## src/hw/rtl/hmp_pkg.sv

```systemverilog
`timescale 1ns / 1ps

package hmp_pkg;

  localparam int BODY_MAX = 8;
  localparam int QUEUE_DEPTH = 4;
  localparam int TEMPO_LEN = 7;

  localparam logic [1:0] CFG_LOOP_TRACK = 2'd0;
  localparam logic [1:0] CFG_INSERT_TEMPO = 2'd1;
  localparam logic [1:0] CFG_TEMPO_US = 2'd2;

  localparam logic [23:0] TEMPO_RESET = 24'd500000;

  localparam logic [7:0] META_STATUS = 8'hff;
  localparam logic [7:0] META_TEMPO = 8'h51;
  localparam logic [7:0] TEMPO_DATA_LEN = 8'h03;
  localparam logic [7:0] SYSEX_STATUS = 8'hf0;

  localparam logic [7:0] CTRL_REMAP_LO = 8'd102;
  localparam logic [7:0] CTRL_REMAP_HI = 8'd119;
  localparam logic [6:0] CTRL_LOOP_START = 7'd110;
  localparam logic [6:0] CTRL_LOOP_END = 7'd111;
  localparam logic [7:0] CTRL_LOOP_START_OUT = 8'd118;
  localparam logic [7:0] CTRL_LOOP_END_OUT = 8'd119;
  localparam logic [7:0] CTRL_NEUTRAL = 8'd102;
  localparam logic [7:0] CTRL_FULL_VALUE = 8'd127;

  typedef struct packed {
    logic [7:0] data_byte;
    logic       track_start;
  } in_t;

  typedef struct packed {
    logic [7:0] out_byte;
    logic       last_of_run;
    logic       delta_overflow;
  } out_t;

  typedef struct packed {
    logic                      tempo;
    logic                      ovf;
    logic [3:0]                n;
    logic [BODY_MAX-1:0][7:0]  body;
  } job_t;

  // data length of a channel status, by status bits 6:4; has_len low means none
  function automatic logic [1:0] cmd_len(input logic [2:0] idx, output logic has_len);
    logic [1:0] len;
    has_len = 1'b1;
    case (idx)
      3'd4, 3'd5: len = 2'd1;
      3'd7: begin
        len = 2'd0;
        has_len = 1'b0;
      end
      default: len = 2'd2;
    endcase
    return len;
  endfunction

  // data length of a system common status, by the low nibble
  function automatic logic [1:0] sys_len(input logic [3:0] idx);
    logic [1:0] len;
    case (idx)
      4'd2: len = 2'd2;
      4'd3: len = 2'd1;
      default: len = 2'd0;
    endcase
    return len;
  endfunction

endpackage

```

## src/hw/rtl/hmp_track_to_midi_converter.sv

```systemverilog
`timescale 1ns / 1ps
// channel   direction  transfer when          payload
// in        input      in_valid & in_ready    in_data (data_byte, track_start)
// out       output     out_valid & out_ready  out_data (out_byte, last_of_run, delta_overflow)
// cfg       input      cfg_we                 cfg_index, cfg_wdata
//
// one input byte is taken per cycle while the four-entry job queue has room
// the output stage presents the result bytes of the queue head in order; a byte that
// causes n results holds the queue head until all n are presented, giving runs of up to 7 + n bytes
// the first result is registered in the job queue and then in the output stage
// synchronous reset clears parse state, queue, output stage and config flags, and sets tempo_us to 500000
// output stalls back up through the queue and then drop in_ready

module hmp_track_to_midi_converter #(
  parameter int MAX_DELTA_DIGITS = 4
) (
  input  logic          clk,
  input  logic          rst,
  input  logic          in_valid,
  output logic          in_ready,
  input  hmp_pkg::in_t  in_data,
  output logic          out_valid,
  input  logic          out_ready,
  output hmp_pkg::out_t out_data,
  input  logic          cfg_we,
  input  logic [1:0]    cfg_index,
  input  logic [23:0]   cfg_wdata
);

  logic          loop_track;
  logic          insert_tempo;
  logic [23:0]   tempo_us;
  logic          q_full;
  logic          push;
  logic          pop;
  logic          head_valid;
  hmp_pkg::job_t push_job;
  hmp_pkg::job_t head;

  always_ff @(posedge clk) begin
    if (rst) begin
      loop_track <= 1'b0;
      insert_tempo <= 1'b0;
      tempo_us <= hmp_pkg::TEMPO_RESET;
    end else if (cfg_we) begin
      case (cfg_index)
        hmp_pkg::CFG_LOOP_TRACK: loop_track <= cfg_wdata[0];
        hmp_pkg::CFG_INSERT_TEMPO: insert_tempo <= cfg_wdata[0];
        hmp_pkg::CFG_TEMPO_US: tempo_us <= cfg_wdata;
        default: ;
      endcase
    end
  end

  hmp_front #(
    .MAX_DIGITS(MAX_DELTA_DIGITS)
  ) u_front (
    .clk          (clk),
    .rst          (rst),
    .in_valid     (in_valid),
    .in_ready     (in_ready),
    .in_data      (in_data),
    .loop_track   (loop_track),
    .insert_tempo (insert_tempo),
    .q_full       (q_full),
    .push         (push),
    .job          (push_job)
  );

  hmp_queue u_queue (
    .clk        (clk),
    .rst        (rst),
    .push       (push),
    .push_job   (push_job),
    .full       (q_full),
    .pop        (pop),
    .head_valid (head_valid),
    .head       (head)
  );

  hmp_back u_back (
    .clk        (clk),
    .rst        (rst),
    .head_valid (head_valid),
    .head       (head),
    .tempo_us   (tempo_us),
    .pop        (pop),
    .out_valid  (out_valid),
    .out_ready  (out_ready),
    .out_data   (out_data)
  );

endmodule

```

## src/hw/rtl/hmp_front.sv

```systemverilog
`timescale 1ns / 1ps

module hmp_front #(
  parameter int MAX_DIGITS = 4
) (
  input  logic          clk,
  input  logic          rst,
  input  logic          in_valid,
  output logic          in_ready,
  input  hmp_pkg::in_t  in_data,
  input  logic          loop_track,
  input  logic          insert_tempo,
  input  logic          q_full,
  output logic          push,
  output hmp_pkg::job_t job
);

  localparam int CW = $clog2(MAX_DIGITS + 1);
  localparam int IW = (MAX_DIGITS > 1) ? $clog2(MAX_DIGITS) : 1;

  typedef enum logic [2:0] {
    PH_DELTA,
    PH_EVENT,
    PH_SYSEX,
    PH_META_TYPE,
    PH_META_LEN,
    PH_DATA,
    PH_CTRL,
    PH_CTRL_VAL
  } phase_t;

  phase_t          phase, phase_next;
  logic [6:0]      digits [MAX_DIGITS];
  logic [6:0]      digits_next [MAX_DIGITS];
  logic [CW-1:0]   dcount, dcount_next;
  logic            ovf, ovf_next;
  logic [7:0]      rs, rs_next;
  logic [7:0]      brem, brem_next;
  logic [6:0]      held, held_next;
  logic            accept;

  assign in_ready = !q_full;
  assign accept = in_valid && in_ready;
  assign push = accept && ((job.n != 4'd0) || job.tempo);

  always_comb begin
    logic [7:0]    b;
    logic          ts;
    logic          do_delta;
    logic          has_len;
    logic [1:0]    len;
    logic [CW-1:0] dc_e;
    logic [CW-1:0] cnt;
    logic [CW-1:0] sel;
    logic          ovf_new;
    b = in_data.data_byte;
    ts = in_data.track_start;
    do_delta = 1'b0;
    has_len = 1'b0;
    len = 2'd0;
    cnt = '0;
    sel = '0;
    ovf_new = 1'b0;
    dc_e = ts ? '0 : dcount;
    phase_next = ts ? PH_DELTA : phase;
    dcount_next = dc_e;
    ovf_next = ts ? 1'b0 : ovf;
    rs_next = ts ? 8'd0 : rs;
    brem_next = ts ? 8'd0 : brem;
    held_next = ts ? 7'd0 : held;
    digits_next = digits;
    job = '0;
    job.tempo = ts && insert_tempo;

    case (phase_next)
      PH_EVENT: begin
        if (b[7]) begin
          job.n = 4'd1;
          job.body[0] = b;
          rs_next = b;
          if (b[7:4] == 4'hf) begin
            if (b == hmp_pkg::SYSEX_STATUS) begin
              phase_next = PH_SYSEX;
            end else if (b == hmp_pkg::META_STATUS) begin
              phase_next = PH_META_TYPE;
            end else begin
              len = hmp_pkg::sys_len(b[3:0]);
              if (len != 2'd0) begin
                brem_next = {6'd0, len};
                phase_next = PH_DATA;
              end else begin
                phase_next = PH_DELTA;
              end
            end
          end else if (b[7:4] == 4'hb) begin
            phase_next = PH_CTRL;
          end else begin
            len = hmp_pkg::cmd_len(b[6:4], has_len);
            brem_next = {6'd0, len};
            phase_next = PH_DATA;
          end
        end else begin
          len = hmp_pkg::cmd_len(rs_next[6:4], has_len);
          if (has_len) begin
            job.n = 4'd1;
            job.body[0] = b;
            if (len == 2'd2) begin
              brem_next = 8'd1;
              phase_next = PH_DATA;
            end else begin
              phase_next = PH_DELTA;
            end
          end else begin
            phase_next = PH_DELTA;
            do_delta = 1'b1;
          end
        end
      end
      PH_SYSEX: begin
        job.n = 4'd1;
        job.body[0] = b;
        if (b[7]) begin
          phase_next = PH_DELTA;
        end
      end
      PH_META_TYPE: begin
        job.n = 4'd1;
        job.body[0] = b;
        phase_next = PH_META_LEN;
      end
      PH_META_LEN: begin
        job.n = 4'd1;
        job.body[0] = b;
        if (b != 8'd0) begin
          brem_next = b;
          phase_next = PH_DATA;
        end else begin
          phase_next = PH_DELTA;
        end
      end
      PH_DATA: begin
        job.n = 4'd1;
        job.body[0] = b;
        brem_next = brem_next - 8'd1;
        if (brem_next == 8'd0) begin
          phase_next = PH_DELTA;
        end
      end
      PH_CTRL: begin
        if (b >= hmp_pkg::CTRL_REMAP_LO && b <= hmp_pkg::CTRL_REMAP_HI) begin
          held_next = b[6:0];
          phase_next = PH_CTRL_VAL;
        end else begin
          job.n = 4'd1;
          job.body[0] = b;
          brem_next = 8'd1;
          phase_next = PH_DATA;
        end
      end
      PH_CTRL_VAL: begin
        job.n = 4'd2;
        if (loop_track && held_next == hmp_pkg::CTRL_LOOP_START) begin
          job.body[0] = hmp_pkg::CTRL_LOOP_START_OUT;
          job.body[1] = {1'b0, b[6:0]};
        end else if (loop_track && held_next == hmp_pkg::CTRL_LOOP_END) begin
          job.body[0] = hmp_pkg::CTRL_LOOP_END_OUT;
          job.body[1] = hmp_pkg::CTRL_FULL_VALUE;
        end else begin
          job.body[0] = hmp_pkg::CTRL_NEUTRAL;
          job.body[1] = 8'd0;
        end
        phase_next = PH_DELTA;
      end
      default: begin
        do_delta = 1'b1;
      end
    endcase

    if (do_delta) begin
      ovf_new = ovf_next;
      if (dc_e < CW'(MAX_DIGITS)) begin
        digits_next[dc_e[IW-1:0]] = b[6:0];
        cnt = dc_e + CW'(1);
      end else begin
        ovf_new = 1'b1;
        cnt = dc_e;
      end
      if (b[7]) begin
        // most significant digit first, continuation bit on all but the last
        for (int k = 0; k < MAX_DIGITS; k++) begin
          sel = cnt - CW'(1) - CW'(k);
          if (CW'(k) < cnt) begin
            job.body[k] = {(CW'(k + 1) < cnt), digits_next[sel[IW-1:0]]};
          end
        end
        job.n = 4'(cnt);
        job.ovf = ovf_new;
        dcount_next = '0;
        ovf_next = 1'b0;
        phase_next = PH_EVENT;
      end else begin
        dcount_next = cnt;
        ovf_next = ovf_new;
      end
    end
  end

  always_ff @(posedge clk) begin
    if (rst) begin
      phase <= PH_DELTA;
      dcount <= '0;
      ovf <= 1'b0;
      rs <= 8'd0;
      brem <= 8'd0;
      held <= 7'd0;
      for (int i = 0; i < MAX_DIGITS; i++) begin
        digits[i] <= 7'd0;
      end
    end else if (accept) begin
      phase <= phase_next;
      dcount <= dcount_next;
      ovf <= ovf_next;
      rs <= rs_next;
      brem <= brem_next;
      held <= held_next;
      digits <= digits_next;
    end
  end

endmodule

```

## src/hw/rtl/hmp_queue.sv

```systemverilog
`timescale 1ns / 1ps

module hmp_queue (
  input  logic          clk,
  input  logic          rst,
  input  logic          push,
  input  hmp_pkg::job_t push_job,
  output logic          full,
  input  logic          pop,
  output logic          head_valid,
  output hmp_pkg::job_t head
);

  localparam int PW = $clog2(hmp_pkg::QUEUE_DEPTH);
  localparam int CW = $clog2(hmp_pkg::QUEUE_DEPTH + 1);

  hmp_pkg::job_t entries [hmp_pkg::QUEUE_DEPTH];
  logic [PW-1:0] wptr;
  logic [PW-1:0] rptr;
  logic [CW-1:0] count;
  logic          do_push;
  logic          do_pop;

  assign full = (count == CW'(hmp_pkg::QUEUE_DEPTH));
  assign head_valid = (count != '0);
  assign head = entries[rptr];
  assign do_push = push && !full;
  assign do_pop = pop && head_valid;

  always_ff @(posedge clk) begin
    if (do_push) begin
      entries[wptr] <= push_job;
    end
  end

  always_ff @(posedge clk) begin
    if (rst) begin
      wptr <= '0;
      rptr <= '0;
      count <= '0;
    end else begin
      if (do_push) begin
        wptr <= wptr + PW'(1);
      end
      if (do_pop) begin
        rptr <= rptr + PW'(1);
      end
      if (do_push && !do_pop) begin
        count <= count + CW'(1);
      end else if (do_pop && !do_push) begin
        count <= count - CW'(1);
      end
    end
  end

endmodule

```

## src/hw/rtl/hmp_back.sv

```systemverilog
`timescale 1ns / 1ps

module hmp_back (
  input  logic          clk,
  input  logic          rst,
  input  logic          head_valid,
  input  hmp_pkg::job_t head,
  input  logic [23:0]   tempo_us,
  output logic          pop,
  output logic          out_valid,
  input  logic          out_ready,
  output hmp_pkg::out_t out_data
);

  logic [3:0]    idx;
  logic [3:0]    total;
  logic [3:0]    body_idx;
  logic          in_tempo;
  logic          is_last;
  logic          advance;
  hmp_pkg::out_t item;

  assign total = (head.tempo ? 4'(hmp_pkg::TEMPO_LEN) : 4'd0) + head.n;
  assign in_tempo = head.tempo && (idx < 4'(hmp_pkg::TEMPO_LEN));
  assign body_idx = idx - (head.tempo ? 4'(hmp_pkg::TEMPO_LEN) : 4'd0);
  assign is_last = (idx == total - 4'd1);
  assign advance = head_valid && (!out_valid || out_ready);
  assign pop = advance && is_last;

  always_comb begin
    item.last_of_run = is_last;
    item.delta_overflow = 1'b0;
    item.out_byte = 8'd0;
    if (in_tempo) begin
      case (idx)
        4'd0: item.out_byte = 8'h00;
        4'd1: item.out_byte = hmp_pkg::META_STATUS;
        4'd2: item.out_byte = hmp_pkg::META_TEMPO;
        4'd3: item.out_byte = hmp_pkg::TEMPO_DATA_LEN;
        4'd4: item.out_byte = tempo_us[23:16];
        4'd5: item.out_byte = tempo_us[15:8];
        default: item.out_byte = tempo_us[7:0];
      endcase
    end else begin
      item.out_byte = head.body[body_idx[2:0]];
      item.delta_overflow = head.ovf;
    end
  end

  always_ff @(posedge clk) begin
    if (advance) begin
      out_data <= item;
    end
  end

  always_ff @(posedge clk) begin
    if (rst) begin
      idx <= 4'd0;
      out_valid <= 1'b0;
    end else begin
      if (advance) begin
        out_valid <= 1'b1;
        idx <= is_last ? 4'd0 : idx + 4'd1;
      end else if (out_ready) begin
        out_valid <= 1'b0;
      end
    end
  end

endmodule

```

## config.mk

```make
export PLATFORM = sky130hd
export DESIGN_NAME = hmp_track_to_midi_converter
export DESIGN_NICKNAME = d
export VERILOG_FILES = /design/src/hw/rtl/hmp_pkg.sv /design/src/hw/rtl/hmp_track_to_midi_converter.sv /design/src/hw/rtl/hmp_front.sv /design/src/hw/rtl/hmp_queue.sv /design/src/hw/rtl/hmp_back.sv
export SDC_FILE = /design/constraint.sdc
export NUM_CORES = 1
export LEC_CHECK = 0
export BUFFER_PORTS_ARGS = -buffer_cell sky130_fd_sc_hd__buf_2
export CAP_MARGIN = 25
export CORE_ASPECT_RATIO = 2
export CORE_MARGIN = 5
export CORE_UTILIZATION = 40
export DETAILED_ROUTE_END_ITERATION = 10
export PLACE_DENSITY_LB_ADDON = 0.1
export SLEW_MARGIN = 0
export SYNTH_ARGS = -nofsm -noshare
export SYNTH_HDL_FRONTEND = slang
export SYNTH_SLANG_ARGS = --single-unit
```

## constraint.sdc

```tcl
create_clock -name clk -period 6.4 [get_ports clk]
set_clock_uncertainty 0.2 [all_clocks]
set_input_delay 1.28 -clock clk [delete_from_list [all_inputs] [get_ports clk]]
set_output_delay 1.28 -clock clk [all_outputs]
set_load 0.02 [all_outputs]
```

==> flow_metrics.tcl <==
set metrics [dict create \
    status "finished, final reports clean" \
    antenna_found_initial 0 \
    synth_area_leaders "edfxtp_1 38%, dfxtp_1 15%, mux4_2 8.2%" \
    rows 91 \
    yosysWarningCount 0 \
    powerDensity_mw_per_mm2 347 \
    holdPathStages 2 \
    final_max_slew_viol_count 0 \
    critical_path_class "flop to flop" \
    regToRegSetupSlack_ps 1530 \
    gp_congestion 0.936 \
    r2r_cells 17 \
    cts_setup_buffers 0 \
    cts_buffers 24 \
    leakage_nw 4.95 \
    cp_top_family "adder cells" \
    startpoint_type "flop" \
    synth_nets 1144 \
    cpMostUsedCell "inv_1" \
    antenna_left 0 \
    syn_inst 1081 \
    arrival_ps 5120 \
    synth-edff-count 158 \
    cp_cell_sequence "buf_4 -> mux4_2 -> inv_1 -> ha_1 -> inv_1 -> ha_1 -> inv_1 -> fa_1 -> xnor3_1 -> nor4_1 -> nand2_1 -> ha_1 -> inv_1 -> fa_1 -> xor2_1 -> or3_1 -> a21oi_1" \
    cap_violations 0 \
    grt_max_degree 85 \
    fin_nets 1173 \
    hold_end "tempo_us[22]" \
    dr.first_iter.drc_count 530 \
    yosys.area_share.simple_pct 11.5 \
    grt_pass1_wl_um 53400 \
    drive_above_1_share_pct 15.7 \
    firstDrtPassIters 7 \
    irDropWorstVdd_mv 0.237 \
    globalRouteOverflowTotal 0 \
    n_fill_cell 2901 \
    clock_path_buffers 3 \
    wl_um 34400 \
    die_area_mm2 0.0348 \
    r2r_end "u_queue.count[2]" \
    path_clk_slew_ps 60 \
    h-tree-depth 1 \
    period_minus_slack_ps 4870 \
    cp-end-kind "flop" \
    tns_ps 0 \
    synth_top_cell_area_share_pct 38.3 \
    cts_tree "yes" \
    area.growth.synth_to_final_pct 12.0 \
    worst_ep_required_time_ps 6650 \
    ys_ff_latch 251 \
    rsz0062_at_grt "no" \
    drc 0 \
    hpwlAfterDp_um 24800 \
    die_height_um 259 \
    muxShareOfSynthArea_pct 11.3 \
    synthArstFlopShare_pct 0 \
    grt_usage_pct 19.8 \
    grt_pass1_vias 9105 \
    relSlewSlack_pct 30.1 \
    synth.avg_cell_area_um2 11.5 \
    synth_top_family_by_area "compound AO/OA/AOI/OAI gates" \
    design.portCount 52 \
    start_util_pct 40.3 \
    max_freq_mhz 205 \
    critPathMaxStageDelay_ps 550 \
    slowest_stage "mux4_2" \
    die_w_um 134 \
    fin_crit_sh_pct 76.1 \
    root_buffer "clkbuf_16" \
    cp_max_fo 20 \
    yosysMostFrequentCell "edfxtp_1" \
    synthTopCellsByCount "158 x edfxtp_1, 105 x nand2_1, 93 x dfxtp_1, 81 x nor2_1, 64 x a21oi_1" \
    setup_violations 0 \
    clock_latency_ps 520 \
    p_total_mw 4.81 \
    wl_per_cell_um 22.9 \
    synthDistinctLibCells 81 \
    multi_input_area_mm2 0.00528 \
    synth-compound-area-share_pct 15.9 \
    synth_area_leader_cell "edfxtp_1" \
    finalHoldViolCount 0 \
    viasPerCell 5.91 \
    ctsResizeCount 0 \
    synth.cell_area_mm2 0.0124 \
    n_antenna_cell 0 \
    worst_pin_slew_ps 1040 \
    postCtsHoldBufs 0 \
    place.port_buffers 51 \
    hp-start "tempo_us[22]" \
    seq_area_frac_synth_pct 53.3 \
    ys.flop_type "edfxtp_1" \
    regArea_mm2 0.00661 \
    cp_num_buf_inv 5 \
    fp.coreArea_mm2 0.0307 \
    synth-xor-area-share_pct 1.31 \
    cts.sinks 251 \
    hold_class "flop to flop" \
    vias 8864 \
    synth_fa_ha_area_share_pct 2.50 \
]
cell type report:
cell class	instances	share of cell area, %
Clock buffer	29	4.62
Clock inverter	15	1.43
Tap cell	372	3.35
Sequential cell	251	47.6
Timing Repair Buffer	75	3.41
Multi-Input combinational cell	702	38.1
Inverter	56	1.51
cell usage in the layout (no fill, tap or decap), drive strengths merged, types with 6 or more instances in the layout:
cell type | netlist | final
a211o | 6 | 6
a211oi | 8 | 8
a21oi | 65 | 65
a221oi | 9 | 9
a222oi | 7 | 7
a22o | 17 | 17
a22oi | 11 | 11
a311oi | 7 | 7
a31oi | 7 | 7
and2 | 7 | 7
buf | 13 | 75
clkbuf | 59 | 29
clkinv | 0 | 9
dfxtp | 93 | 93
edfxtp | 158 | 158
ha | 20 | 20
inv | 56 | 56
mux2i | 37 | 37
mux4 | 45 | 45
nand2 | 106 | 106
nand2b | 7 | 7
nand3 | 15 | 15
nand3b | 11 | 11
nor2 | 81 | 81
nor3 | 14 | 14
o2111ai | 7 | 7
o211ai | 24 | 24
o21ai | 58 | 58
o221ai | 12 | 12
o22a | 7 | 7
o22ai | 9 | 9
or3 | 6 | 6
xnor2 | 6 | 6
xor2 | 10 | 10
metal layers:
| metal | GRT usage (%) | share of wire, % | vias up | routed length (um) |
|---|---|---|---|---|
| li1 | - | - | 4175 | - |
| met1 | 21.6 | 37 | 4404 | 12800 |
| met2 | 37.6 | 55 | 208 | 19000 |
| met3 | 2.11 | 2.9 | 77 | 1010 |
| met4 | 9.12 | 4.7 | 0 | 1610 |
| met5 | 0 | 0 | - | 0 |
registers in the layout (all words and copies together) (netlist names), named ones only:
signal and cells:
u_queue.entries 148, u_front.digits 28, tempo_us 24, u_back.out_data 10, u_front.brem 8, u_front.held 7, u_back.idx 4, u_front.dcount 3
u_front.phase 3, u_front.rs 3, u_queue.count 3, u_queue.rptr 2, u_queue.wptr 2, insert_tempo 1, loop_track 1, u_back.out_valid 1
u_front.ovf 1
worst max-delay path by stage:
stage / from / end / slack (ps) / cells past startpoint
floorplan: in_data[0] / u_queue.entries[0][0] / 1660 / 12
global placement: flop / u_queue.count[2] / 1500 / 17
detailed placement: flop / u_queue.count[2] / 1400 / 17
CTS: flop / u_queue.count[2] / 1410 / 17
global route: flop / u_queue.count[2] / 1080 / 17
finish: flop / u_queue.count[2] / 1530 / 17
per-stage QoR:
stage | cells | util, % | hold WS, ps | cell area (um^2) | setup slack [ps]
after floorplan | 1081 | - | 232 | 12400 | 1660
after detailed placement | 1454 | 42.3 | 246 | 13000 | 1400
after global routing | 1500 | 45.1 | 281 | 13900 | 1080
after CTS | 1498 | 45.0 | 256 | 13800 | 1410
after global placement | 1451 | 42.2 | 244 | 13000 | 1500
final | 1500 | 45.1 | 255 | 13900 | 1530
worst register-to-register path, delay by kind of cell (launching register included):
kind / cells / cell delay (ps)
fa+ha+maj: 5 / 1210
simple gates: 3 / 1110
buf+inv: 5 / 690
mux: 1 / 560
flops: 1 / 480
xor+xnor: 2 / 410
compound gates: 1 / 140
cells by family after synthesis:
group,after synthesis
xor+xnor,17
simple gates,293
mux,84
flops,251
fa+ha+maj,23
buf+inv,128
compound gates,285
where the power goes:
| part | internal [mW] | total (mW) | switching [mW] |
|---|---|---|---|
| sequential | 1.91 | 2.00 | 0.0863 |
| clock | 0.914 | 1.52 | 0.603 |
| combinational | 0.516 | 1.29 | 0.777 |
Note: power is estimated with default switching activity, not from simulation.
